[config.mk]
export PLATFORM = sky130hd
export DESIGN_NAME = pwm_pulse_width_decoder_top
export DESIGN_NICKNAME = d
export VERILOG_FILES = /design/src/rtl/core/pwpd_pkg.sv /design/src/rtl/core/pwm_pulse_width_decoder_top.sv /design/src/rtl/core/pwpd_front.sv /design/src/rtl/core/pwpd_queue.sv /design/src/rtl/core/pwpd_back.sv
export SDC_FILE = /design/constraint.sdc
export NUM_CORES = 2
export LEC_CHECK = 0
export BUFFER_PORTS_ARGS = -buffer_cell sky130_fd_sc_hd__buf_2
export CAP_MARGIN = 20
export CORE_ASPECT_RATIO = 1.75
export CORE_MARGIN = 1.5
export CORE_UTILIZATION = 69
export CTS_CLUSTER_SIZE = 8
export DETAILED_ROUTE_END_ITERATION = 10
export MAX_ROUTING_LAYER = met4
export PLACE_DENSITY = 0.94
export SLEW_MARGIN = 15
export SYNTH_ARGS = -nofsm -noshare
export SYNTH_HDL_FRONTEND = slang
export SYNTH_SLANG_ARGS = --single-unit
[constraint.sdc]
create_clock -name clk -period 25.6 [get_ports clk]
set_input_delay 3.84 -clock clk [delete_from_list [all_inputs] [get_ports clk]]
set_output_delay 3.84 -clock clk [all_outputs]
set_load 0.02 [all_outputs]
[src/rtl/core/pwpd_pkg.sv]
package pwpd_pkg;

  localparam int CHANNELS_DEF = 8;
  localparam int SAMPLES_DEF  = 4;

  localparam int CHAN_W   = 3;
  localparam int COUNT_W  = 16;
  localparam int SUM_W    = 32;
  localparam int EDGE_W   = 8;
  localparam int FRAME_W  = 32;
  localparam int RELOAD_W = 16;
  localparam int SCALE_W  = 24;
  localparam int WIDTH_W  = 16;

  localparam int CFG_IDX_W  = 2;
  localparam int CFG_DATA_W = 24;

  localparam logic [CFG_IDX_W-1:0] REG_AUTO_RELOAD = 2'd0;
  localparam logic [CFG_IDX_W-1:0] REG_TICK_SCALE  = 2'd1;

  localparam logic [RELOAD_W-1:0] AUTO_RELOAD_RST = 16'hFFFF;
  localparam logic [SCALE_W-1:0]  TICK_SCALE_RST  = 24'h010000;

  localparam int QUEUE_DEPTH = 4;

  // One classified capture on its way to the width arithmetic
  typedef struct packed {
    logic               frame;
    logic               valid;
    logic [CHAN_W-1:0]  chan;
    logic [SUM_W-1:0]   rise;
    logic [SUM_W-1:0]   fall;
    logic [FRAME_W-1:0] frames;
  } pwpd_item_t;

endpackage

[src/rtl/core/pwm_pulse_width_decoder_top.sv]
// A capture item reaches out_* through the queue and the s1, s2, s3 and out registers.
// Throughput: one item per cycle unless stalled; per-channel sum updates pace the front,
// and the 32x24 scale multiply plus a reciprocal multiply sit in a four-stage back pipe.
// A four-entry queue parts front and back; in_stall rises only when it is full.
// Reset (rst_n low, synchronous) clears sums, edge counts, marks, frame count and all
// valids, and loads auto_reload 65535 and tick_scale 65536; no clearing pass follows.
module pwm_pulse_width_decoder_top #(
  parameter int CHANNELS = pwpd_pkg::CHANNELS_DEF,
  parameter int SAMPLES  = pwpd_pkg::SAMPLES_DEF
) (
  input  logic                            clk,
  input  logic                            rst_n,
  input  logic                            cfg_wr_en,
  input  logic [pwpd_pkg::CFG_IDX_W-1:0]  cfg_index,
  input  logic [pwpd_pkg::CFG_DATA_W-1:0] cfg_wdata,
  input  logic                            in_valid,
  output logic                            in_stall,
  input  logic [pwpd_pkg::CHAN_W-1:0]     in_chan_index,
  input  logic                            in_edge_rising,
  input  logic [pwpd_pkg::COUNT_W-1:0]    in_timer_count,
  output logic                            out_valid,
  input  logic                            out_stall,
  output logic                            out_frame_complete,
  output logic                            out_width_valid,
  output logic [pwpd_pkg::CHAN_W-1:0]     out_width_channel,
  output logic [pwpd_pkg::WIDTH_W-1:0]    out_width_us,
  output logic [pwpd_pkg::FRAME_W-1:0]    out_frame_count
);

  logic [pwpd_pkg::RELOAD_W-1:0] auto_reload_r;
  logic [pwpd_pkg::SCALE_W-1:0]  tick_scale_r;

  logic                 q_full;
  logic                 accept;
  pwpd_pkg::pwpd_item_t item;
  logic                 head_valid;
  pwpd_pkg::pwpd_item_t head_data;
  logic                 pop;

  always_ff @(posedge clk) begin
    if (!rst_n) begin
      auto_reload_r <= pwpd_pkg::AUTO_RELOAD_RST;
      tick_scale_r  <= pwpd_pkg::TICK_SCALE_RST;
    end else if (cfg_wr_en) begin
      case (cfg_index)
        pwpd_pkg::REG_AUTO_RELOAD: auto_reload_r <= cfg_wdata[pwpd_pkg::RELOAD_W-1:0];
        pwpd_pkg::REG_TICK_SCALE:  tick_scale_r  <= cfg_wdata[pwpd_pkg::SCALE_W-1:0];
        default: ;
      endcase
    end
  end

  assign in_stall = q_full;
  assign accept   = in_valid && !q_full;

  pwpd_front #(
    .CHANNELS (CHANNELS),
    .SAMPLES  (SAMPLES)
  ) u_front (
    .clk            (clk),
    .rst_n          (rst_n),
    .accept         (accept),
    .in_chan_index  (in_chan_index),
    .in_edge_rising (in_edge_rising),
    .in_timer_count (in_timer_count),
    .item           (item)
  );

  pwpd_queue u_queue (
    .clk        (clk),
    .rst_n      (rst_n),
    .push       (accept),
    .push_data  (item),
    .full       (q_full),
    .pop        (pop),
    .head_valid (head_valid),
    .head_data  (head_data)
  );

  pwpd_back #(
    .SAMPLES (SAMPLES)
  ) u_back (
    .clk                (clk),
    .rst_n              (rst_n),
    .auto_reload        (auto_reload_r),
    .tick_scale         (tick_scale_r),
    .head_valid         (head_valid),
    .head_data          (head_data),
    .pop                (pop),
    .out_valid          (out_valid),
    .out_stall          (out_stall),
    .out_frame_complete (out_frame_complete),
    .out_width_valid    (out_width_valid),
    .out_width_channel  (out_width_channel),
    .out_width_us       (out_width_us),
    .out_frame_count    (out_frame_count)
  );

endmodule

[src/rtl/core/pwpd_front.sv]
module pwpd_front #(
  parameter int CHANNELS = pwpd_pkg::CHANNELS_DEF,
  parameter int SAMPLES  = pwpd_pkg::SAMPLES_DEF
) (
  input  logic                         clk,
  input  logic                         rst_n,
  input  logic                         accept,
  input  logic [pwpd_pkg::CHAN_W-1:0]  in_chan_index,
  input  logic                         in_edge_rising,
  input  logic [pwpd_pkg::COUNT_W-1:0] in_timer_count,
  output pwpd_pkg::pwpd_item_t         item
);

  localparam int CH_W = (CHANNELS > 1) ? $clog2(CHANNELS) : 1;
  localparam logic [pwpd_pkg::EDGE_W-1:0] EDGE_LIM = pwpd_pkg::EDGE_W'(2 * SAMPLES);

  logic [pwpd_pkg::SUM_W-1:0]   rise_r [CHANNELS];
  logic [pwpd_pkg::SUM_W-1:0]   rise_nxt [CHANNELS];
  logic [pwpd_pkg::SUM_W-1:0]   fall_r [CHANNELS];
  logic [pwpd_pkg::SUM_W-1:0]   fall_nxt [CHANNELS];
  logic [pwpd_pkg::EDGE_W-1:0]  edge_r [CHANNELS];
  logic [pwpd_pkg::EDGE_W-1:0]  edge_nxt [CHANNELS];
  logic [CHANNELS-1:0]          mask_r, mask_nxt;
  logic [pwpd_pkg::FRAME_W-1:0] frames_r, frames_nxt;

  logic                         in_range;
  logic [CH_W-1:0]              ch;
  logic [pwpd_pkg::SUM_W-1:0]   count_ext;
  logic [pwpd_pkg::SUM_W-1:0]   rise_upd, fall_upd;
  logic [pwpd_pkg::EDGE_W-1:0]  edge_upd;
  logic                         done;
  logic [CHANNELS-1:0]          mask_set;
  logic                         frame;
  logic [pwpd_pkg::FRAME_W-1:0] frames_upd;

  assign in_range  = (32'(in_chan_index) < 32'(CHANNELS));
  assign ch        = CH_W'(in_chan_index);
  assign count_ext = pwpd_pkg::SUM_W'(in_timer_count);
  assign rise_upd  = rise_r[ch] + (in_edge_rising ? count_ext : '0);
  assign fall_upd  = fall_r[ch] + (in_edge_rising ? '0 : count_ext);
  assign edge_upd  = edge_r[ch] + 8'd1;
  assign done      = in_range && (edge_upd >= EDGE_LIM);
  assign mask_set  = mask_r | (done ? (CHANNELS'(1) << ch) : '0);
  assign frame     = in_range && (mask_set == '1);
  assign frames_upd = frames_r + (frame ? 32'd1 : 32'd0);

  always_comb begin
    item.frame  = frame;
    item.valid  = done;
    item.chan   = done ? in_chan_index : '0;
    item.rise   = rise_upd;
    item.fall   = fall_upd;
    item.frames = frames_upd;
  end

  always_comb begin
    rise_nxt   = rise_r;
    fall_nxt   = fall_r;
    edge_nxt   = edge_r;
    mask_nxt   = mask_r;
    frames_nxt = frames_r;
    if (accept && in_range) begin
      rise_nxt[ch] = done ? '0 : rise_upd;
      fall_nxt[ch] = done ? '0 : fall_upd;
      edge_nxt[ch] = done ? '0 : edge_upd;
      // clear the marks once every channel has reported
      mask_nxt     = frame ? '0 : mask_set;
      frames_nxt   = frames_upd;
    end
  end

  always_ff @(posedge clk) begin
    if (!rst_n) begin
      for (int i = 0; i < CHANNELS; i++) begin
        rise_r[i] <= '0;
        fall_r[i] <= '0;
        edge_r[i] <= '0;
      end
      mask_r   <= '0;
      frames_r <= '0;
    end else begin
      rise_r   <= rise_nxt;
      fall_r   <= fall_nxt;
      edge_r   <= edge_nxt;
      mask_r   <= mask_nxt;
      frames_r <= frames_nxt;
    end
  end

  frame_clears_mask: assert property (@(posedge clk) disable iff (!rst_n)
    accept && frame |=> mask_r == '0)
    else $error("mask not cleared after a complete frame");

endmodule

[src/rtl/core/pwpd_queue.sv]
module pwpd_queue (
  input  logic                 clk,
  input  logic                 rst_n,
  input  logic                 push,
  input  pwpd_pkg::pwpd_item_t push_data,
  output logic                 full,
  input  logic                 pop,
  output logic                 head_valid,
  output pwpd_pkg::pwpd_item_t head_data
);

  localparam int DEPTH = pwpd_pkg::QUEUE_DEPTH;
  localparam int PTR_W = (DEPTH > 1) ? $clog2(DEPTH) : 1;
  localparam int CNT_W = $clog2(DEPTH + 1);

  pwpd_pkg::pwpd_item_t slot_r [DEPTH];
  logic [PTR_W-1:0] wr_ptr_r, wr_ptr_nxt;
  logic [PTR_W-1:0] rd_ptr_r, rd_ptr_nxt;
  logic [CNT_W-1:0] cnt_r, cnt_nxt;

  assign full       = (cnt_r == CNT_W'(DEPTH));
  assign head_valid = (cnt_r != '0);
  assign head_data  = slot_r[rd_ptr_r];

  always_comb begin
    wr_ptr_nxt = wr_ptr_r;
    rd_ptr_nxt = rd_ptr_r;
    cnt_nxt    = cnt_r;
    if (push) begin
      wr_ptr_nxt = (wr_ptr_r == PTR_W'(DEPTH - 1)) ? '0 : wr_ptr_r + 1'b1;
    end
    if (pop) begin
      rd_ptr_nxt = (rd_ptr_r == PTR_W'(DEPTH - 1)) ? '0 : rd_ptr_r + 1'b1;
    end
    if (push && !pop) begin
      cnt_nxt = cnt_r + 1'b1;
    end else if (pop && !push) begin
      cnt_nxt = cnt_r - 1'b1;
    end
  end

  always_ff @(posedge clk) begin
    if (push) begin
      slot_r[wr_ptr_r] <= push_data;
    end
  end

  always_ff @(posedge clk) begin
    if (!rst_n) begin
      wr_ptr_r <= '0;
      rd_ptr_r <= '0;
      cnt_r    <= '0;
    end else begin
      wr_ptr_r <= wr_ptr_nxt;
      rd_ptr_r <= rd_ptr_nxt;
      cnt_r    <= cnt_nxt;
    end
  end

  count_bounded: assert property (@(posedge clk) disable iff (!rst_n)
    cnt_r <= CNT_W'(DEPTH))
    else $error("queue count beyond depth");

  push_grows: assert property (@(posedge clk) disable iff (!rst_n)
    push && !pop |=> cnt_r == $past(cnt_r) + 1'b1)
    else $error("queue count did not follow a push");

endmodule

[src/rtl/core/pwpd_back.sv]
module pwpd_back #(
  parameter int SAMPLES = pwpd_pkg::SAMPLES_DEF
) (
  input  logic                          clk,
  input  logic                          rst_n,
  input  logic [pwpd_pkg::RELOAD_W-1:0] auto_reload,
  input  logic [pwpd_pkg::SCALE_W-1:0]  tick_scale,
  input  logic                          head_valid,
  input  pwpd_pkg::pwpd_item_t          head_data,
  output logic                          pop,
  output logic                          out_valid,
  input  logic                          out_stall,
  output logic                          out_frame_complete,
  output logic                          out_width_valid,
  output logic [pwpd_pkg::CHAN_W-1:0]   out_width_channel,
  output logic [pwpd_pkg::WIDTH_W-1:0]  out_width_us,
  output logic [pwpd_pkg::FRAME_W-1:0]  out_frame_count
);

  // floor(q / SAMPLES) for q below 2^22 by a reciprocal multiply
  localparam int Q_W    = 22;
  localparam int SHIFT_L = $clog2(SAMPLES);
  localparam int REC_K  = Q_W + SHIFT_L;
  localparam int REC_MW = Q_W + 1;
  localparam int REC_M  = ((2 ** REC_K) + SAMPLES - 1) / SAMPLES;
  localparam int PROD_W = pwpd_pkg::SUM_W + pwpd_pkg::SCALE_W;
  localparam int QUO_W  = PROD_W - 16;
  localparam int P2_W   = Q_W + REC_MW;
  localparam logic [QUO_W-1:0]  SAT_LIM = QUO_W'(SAMPLES) << 16;
  localparam logic [REC_MW-1:0] REC_MUL = REC_MW'(REC_M);

  logic advance;

  logic                          s1_valid_r, s1_frame_r, s1_wvalid_r;
  logic [pwpd_pkg::CHAN_W-1:0]   s1_chan_r;
  logic [pwpd_pkg::FRAME_W-1:0]  s1_frames_r;
  logic [pwpd_pkg::SUM_W-1:0]    s1_diff_r;

  logic                          s2_valid_r, s2_frame_r, s2_wvalid_r;
  logic [pwpd_pkg::CHAN_W-1:0]   s2_chan_r;
  logic [pwpd_pkg::FRAME_W-1:0]  s2_frames_r;
  logic [PROD_W-1:0]             s2_prod_r;

  logic                          s3_valid_r, s3_frame_r, s3_wvalid_r, s3_sat_r;
  logic [pwpd_pkg::CHAN_W-1:0]   s3_chan_r;
  logic [pwpd_pkg::FRAME_W-1:0]  s3_frames_r;
  logic [P2_W-1:0]               s3_prod_r;

  logic                          out_valid_r;
  logic                          out_frame_r, out_wvalid_r;
  logic [pwpd_pkg::CHAN_W-1:0]   out_chan_r;
  logic [pwpd_pkg::WIDTH_W-1:0]  out_width_r;
  logic [pwpd_pkg::FRAME_W-1:0]  out_frames_r;

  logic [pwpd_pkg::SUM_W-1:0]    diff;
  logic [QUO_W-1:0]              quo;
  logic [pwpd_pkg::WIDTH_W-1:0]  width;

  assign advance = !out_valid_r || !out_stall;
  assign pop     = head_valid && advance;

  // wrap correction once when the fall sum is not ahead
  assign diff = (head_data.fall > head_data.rise)
              ? head_data.fall - head_data.rise
              : head_data.fall - head_data.rise
                + pwpd_pkg::SUM_W'(auto_reload) + 32'd1;

  assign quo = s2_prod_r[PROD_W-1:16];

  always_comb begin
    if (!s3_wvalid_r) begin
      width = '0;
    end else if (s3_sat_r) begin
      width = '1;
    end else begin
      width = pwpd_pkg::WIDTH_W'(s3_prod_r >> REC_K);
    end
  end

  always_ff @(posedge clk) begin
    if (advance) begin
      s1_frame_r   <= head_data.frame;
      s1_wvalid_r  <= head_data.valid;
      s1_chan_r    <= head_data.chan;
      s1_frames_r  <= head_data.frames;
      s1_diff_r    <= diff;

      s2_frame_r   <= s1_frame_r;
      s2_wvalid_r  <= s1_wvalid_r;
      s2_chan_r    <= s1_chan_r;
      s2_frames_r  <= s1_frames_r;
      s2_prod_r    <= PROD_W'(s1_diff_r) * PROD_W'(tick_scale);

      s3_frame_r   <= s2_frame_r;
      s3_wvalid_r  <= s2_wvalid_r;
      s3_chan_r    <= s2_chan_r;
      s3_frames_r  <= s2_frames_r;
      s3_sat_r     <= (quo >= SAT_LIM);
      s3_prod_r    <= P2_W'(quo[Q_W-1:0]) * P2_W'(REC_MUL);

      out_frame_r  <= s3_frame_r;
      out_wvalid_r <= s3_wvalid_r;
      out_chan_r   <= s3_chan_r;
      out_width_r  <= width;
      out_frames_r <= s3_frames_r;
    end
  end

  always_ff @(posedge clk) begin
    if (!rst_n) begin
      s1_valid_r  <= 1'b0;
      s2_valid_r  <= 1'b0;
      s3_valid_r  <= 1'b0;
      out_valid_r <= 1'b0;
    end else if (advance) begin
      s1_valid_r  <= pop;
      s2_valid_r  <= s1_valid_r;
      s3_valid_r  <= s2_valid_r;
      out_valid_r <= s3_valid_r;
    end
  end

  assign out_valid          = out_valid_r;
  assign out_frame_complete = out_frame_r;
  assign out_width_valid    = out_wvalid_r;
  assign out_width_channel  = out_chan_r;
  assign out_width_us       = out_width_r;
  assign out_frame_count    = out_frames_r;

  no_width_is_zero: assert property (@(posedge clk) disable iff (!rst_n)
    out_valid_r && !out_wvalid_r |-> out_width_r == '0 && out_chan_r == '0)
    else $error("width fields set on a result without a new width");

  stall_holds_pipe: assert property (@(posedge clk) disable iff (!rst_n)
    out_valid_r && out_stall |=> s3_valid_r == $past(s3_valid_r))
    else $error("pipeline moved under a stall");

endmodule

After elaboration in Yosys (flattened, before gate mapping)

Memory sizes are Yosys's and may differ from the RTL's. A register that Yosys moved wholly into a read port is not among the register bits.
Cells that the tools add are included.

Memories: 1
Register bits after elaboration: 938
Bits in writable memories: 404

Shift-type cells: 1
Bitwise operators: 2
Mux-type cells: 35
$lt $le $gt $ge: 5
$add $sub $neg: 11
Multipliers: 1
Equality and inequality tests: 5
Reductions and logical operators: 16

Memories:

| memory         | words | width | read ports | clocked after Yosys merged registers in | wr ports | RTL line         | RTL |
|---|---|---|---|---|---|---|---|
| u_queue.slot_r | 4     | 101   | 1          | 1                                       | 1        | pwpd_queue.sv:16 | `pwpd_pkg::pwpd_item_t slot_r [DEPTH];` |

Operator list:

| cell                                                   | count |
|---|---|
| bitwise mux 256 bit                                    | 2 |
| 2-to-1 mux 32 bit                                      | 8 |
| binary-select mux 32 bit (select 3 bit)                | 2 |
| adder 32 bit                                           | 3 |
| demux 32 bit (select 3 bit)                            | 1 |
| bitwise mux 64 bit                                     | 1 |
| multiplier 32 x 24 -> 56 bit                           | 1 |
| 2-to-1 mux 16 bit                                      | 3 |
| 2-to-1 mux 8 bit                                       | 6 |
| >= comparator 40 x 19 -> 1 bit (second input constant) | 1 |
| adder 32 x 1 -> 32 bit (second input constant)         | 1 |
| adder 32 x 16 -> 32 bit                                | 1 |
| > comparator 32 bit                                    | 1 |
| subtractor 32 bit                                      | 1 |
| binary-select mux 8 bit (select 3 bit)                 | 1 |
| demux 8 bit (select 3 bit)                             | 1 |
| 2-to-1 mux 3 bit                                       | 3 |
| adder 8 x 1 -> 8 bit (second input constant)           | 1 |
| == test 8 bit (second input constant)                  | 1 |
| >= comparator 8 x 4 -> 1 bit (second input constant)   | 1 |
| 2-to-1 mux 2 bit                                       | 4 |
| OR 8 bit                                               | 1 |
| left shift 1 x 3 -> 8 bit (first input constant)       | 1 |
| logical AND 1 bit                                      | 5 |
| other kinds (16)                                       | 25 |

Logic depth before layout (Yosys ltp)

Depth after elaboration: 11
Gate-level depth with buffers: 27

Cells and area by module

From an unflattened synthesis, not the netlist that was laid out.

Cells, all modules: 7,316
Area total of the unflattened synthesis: 80,475.9 µm²

Modules (own cells, without submodules):

| module                      | area each (µm²) | instances | seq. area each (µm²) | cells each |
|---|---|---|---|---|
| pwpd_back                   | 34,976.0        | 1         | 7,617.3              | 3,451 |
| pwpd_front                  | 28,730.1        | 1         | 12,331.8             | 3,115 |
| pwpd_queue                  | 15,035.7        | 1         | 12,311.8             | 571 |
| pwm_pulse_width_decoder_top | 1,734.2         | 1         | 800.8                | 179 |

Worst setup path before layout

No wires, ideal clock.

Path kind: input -> register
Start point: in out_stall
End point: reg u_queue.cnt_r[2]
Data arrival time: 11.566 ns
Required time: 25.530 ns
Setup time: 0.070 ns
Cell stages on the path: 8
Slack: 13.964 ns
Cells stage by stage: nand2_1 o31ai_1 ha_1 inv_1 fa_1 xor2_1 or3_1 a21oi_1

Longest elaborated chain between the ends: 6

RTL lines:

| element                                                       | RTL line                          | RTL |
|---|---|---|
| start, declared                                               | pwm_pulse_width_decoder_top.sv:22 | `input logic out_stall,` |
| logical NOT 1 bit (*)                                         | pwpd_back.sv:59                   | `assign advance = !out_valid_r \|\| !out_stall;` |
| logical OR 1 bit (*)                                          | pwpd_back.sv:59                   |  |
| logical AND 1 bit (*)                                         | pwpd_back.sv:60                   | `assign pop = head_valid && advance;` |
| logical NOT 1 bit                                             | pwpd_queue.sv:35                  | `if (push && !pop) begin` |
| logical AND 1 bit                                             | pwpd_queue.sv:35                  |  |
| 2-to-1 mux 3 bit / nonzero test 2 bit (equally long branches) | -                                 |  |
| end signal, assigned                                          | pwpd_queue.sv:56                  | `cnt_r <= cnt_nxt;` |
| end, declared                                                 | pwpd_queue.sv:19                  | `logic [CNT_W-1:0] cnt_r, cnt_nxt;` |

Mark *: on every way between the ends. The rest lies on a longest branch, timed or not.
A chain may end at the register's enable or synchronous reset.

==> metrics.yaml <==
worstSkewPairLatency_ns: 0.82
clock_sink_count: 1324
route.detailed.wl_per_inst_um: 26.41
clk_root_buffer_cell: "clkbuf_16"
max_freq_ghz: 0.09447
routed_wl_um: 231000
grt_util_all_layers_pct: 41.62
slew-limit-headroom_pct: 14.45
period_share_pct: 41.35
numCtsBuffers: 184
detail_route.iter0.violations: 8490
wire_length_of_the_first_global_routing_pass_um: 353500
timing.final.ws_setup_ns: 15.01
sequential_standard_cell_area_um2: 33070
endpoint_kind: "register"
buffers_on_ports: 105
num_rows: 163
async_flop_share_pct: 0
utilization_pct: 75.95
floorplan.initialDensity_pct: 69.68
die_area_um2: 116000
final.min_clock_period_ns: 10.59
die_width_um: 258.1
drtPass1Iterations: 11
via_count: 59750
setup-tns-final_ns: 0
hold_slack_ns: 0.4008
vdd_drop_max_mv: 0.1185
numnets_final: 8112
yosys-top-cells-count: "nand2_1 (1,024), inv_1 (784), dfxtp_1 (669), fa_1 (662), edfxtp_1 (655)"
count_of_buffers_added_by_post_cts_timing_repair_for_setup: 0
synth.net_count: 8121
synth_enable_flop_cells: 655
place.gp.congestion: 0.9518
reg2reg_slack_ns: 16.08
boundaryPins: 106
cts_hold_buf: 0
grt_pass1_vias: 64500
timing.critical_path.fanout_max: 80
pwr_density_cell_nw_per_um2: 112.9
ctsHtreeMaxLevel: 4
syn_to_final_growth_pct: 9.004
hpwl_um: 139100
number_of_antenna_violations_at_the_first_check_in_global_routing: 18
core_area_um2: 112800
die_y_um: 449.4
netlist_instances: 7141
tightest_slew_ns: 1.279
drcViolationCount: 0
syn_area_per_cell_um2: 11.00
grt_start_max_net_pins: 145
synth_area_um2: 78580
yosys_warnings: 0
drt-vias-per-instance: 6.833
global_route.overflow_total: 0
synth_top_cells_by_area: "edfxtp_1 (25%), dfxtp_1 (17%), fa_1 (17%), mux4_2 (6.7%), nand2_1 (4.9%)"
final_antenna_net_count: 0
synth.distinct_cells: 83
multi_input_comb_area_um2: 41090
pre_cts_ws_ns: 14.57
required_ns: 26.31
report.final.setup_viol: 0
status: "finished clean"
drive_above_1_share_pct: 10.30
maxCapViolCount: 0
library_cell_occupying_the_most_area_in_the_post_synthesis_netlist: "edfxtp_1"
arrival_ns: 11.29
total_leakage_power_nw: 35.58
min_path_type: "register to register"
yosys_register_bits: 1324
cts_tree: "built"
finalHoldViolations: 0
final_max_slew_viol_count: 0
post_cts_resize_count: 0
synth-seq-area-share_pct: 42.07
rsz0062_at_grt: "no"
yosysTopAreaCellShare_pct: 25.03
synth-main-ff-cell: "dfxtp_1"
skew_ns: 0.05736
critical_path.startpoint_type: "input port"
cts_buffer_depth: 3
clkTransAtPathRegs_ns: 0.07
n_fill_cell: 6105
critical_path_class: "input port to register"
synth_most_common_cell: "nand2_1"
path summary, 6_finish.rpt:
path / startpoint / end / cells after the start
worst max-delay path: in_chan_index[1] / u_front.frames_r[28] / 23
worst min-delay path: u_back.s2_prod_r[22] / u_back.s3_prod_r[28] / 0
worst max register to register: u_back.s1_diff_r[19] / u_back.s2_prod_r[55] / 23
worst min register to register: u_back.s2_prod_r[22] / u_back.s3_prod_r[28] / 0
layout by cell type, fill, tap and decap left out, types with 215 or more instances in the layout:
master / Yosys / routed
and2_1: 438 / 434
fa_1: 662 / 662
nor2_1: 336 / 332
mux4_2: 234 / 234
edfxtp_1: 655 / 655
ha_1: 267 / 267
dfxtp_1: 669 / 664
o21ai_0: 215 / 215
nand2_1: 1024 / 1020
inv_1: 784 / 783
a21oi_1: 405 / 403
flip-flops by register name (all words and copies together) (netlist names), 16 cells and up, named ones only:
name                    count
u_back.out_frame_count     32
u_back.s3_prod_r           16
u_front.frames_r           32
u_back.s1_frames_r         32
u_front.rise_r            256
u_back.s2_prod_r           38
u_back.s3_frames_r         32
u_back.out_width_us        16
u_back.s2_frames_r         32
u_queue.slot_r            404
tick_scale_r               24
u_front.edge_r             64
u_back.s1_diff_r           32
auto_reload_r              16
u_front.fall_r            256
per-layer routing:
metal	up-vias	share of wire, %	wire length [µm]	GRT usage, %
met1	28490	29	67510	41.63
met3	2031	12	27120	12.24
li1	23900	-	-	-
met2	5333	48	111000	64.83
met4	0	11	25340	38.75
met5	-	0	0	-
area by class of cell:
class | instances | share of cell area, %
antenna | 26 | 0.07596
clock buffer | 277 | 5.869
clock inverter | 11 | 0.2293
inverter | 786 | 3.455
multi-input combinational | 4621 | 47.96
sequential | 1324 | 38.61
tap | 1485 | 2.169
timing repair buffer | 215 | 1.627
worst max-delay path: stages:
cell     delay, ns
buf_6         0.66
buf_4         0.64
mux4_1        0.64
mux2_2        0.30
nand3_1       0.12
mux2i_1       0.32
a21oi_4       0.05
buf_4         0.36
nor2_1        0.38
a32o_1        0.24
and3_1        0.35
ha_1          0.24
ha_1          0.25
and3_1        0.28
nand3_1       0.24
nor3_1        0.47
nand3_1       0.26
or2_2         0.40
nor2_1        0.26
and3_1        0.30
nand3_1       0.16
or3_1         0.34
a21oi_1       0.17
per-stage QoR:
step                cell area, µm²  total power [mW]  cells
CTS                          85500             9.410   8711
detailed placement           80270             7.075   8423
global route                 85640             10.09   8736
floorplan                    78580             5.826   7141
finish                       85660             9.667   8745
global placement             80250             6.835   8422
cell families (layout without fill, tap and decap cells):
| family | count (synthesis) | count (layout) | share of synthesized area, % |
|---|---|---|---|
| and+or+nand+nor | 2185 | 2185 | 12.88 |
| xor gates and xnor gates | 196 | 196 | 2.204 |
| buffers and inverters | 1196 | 1289 | 5.842 |
| AOI/OAI and AO/OA | 989 | 989 | 7.759 |
| adders and majority gates | 929 | 929 | 21.12 |
| muxes | 322 | 322 | 8.128 |
| other | 0 | 26 | 0 |
| DFF | 1324 | 1324 | 42.07 |
power by group:
| group | total, mW | internal (mW) | switching [mW] |
|---|---|---|---|
| clock network | 2.27 | 1.34 | 0.930 |
| registers | 2.89 | 2.69 | 0.202 |
| logic | 4.51 | 1.68 | 2.83 |
Note: power is estimated with default switching activity, not from simulation.
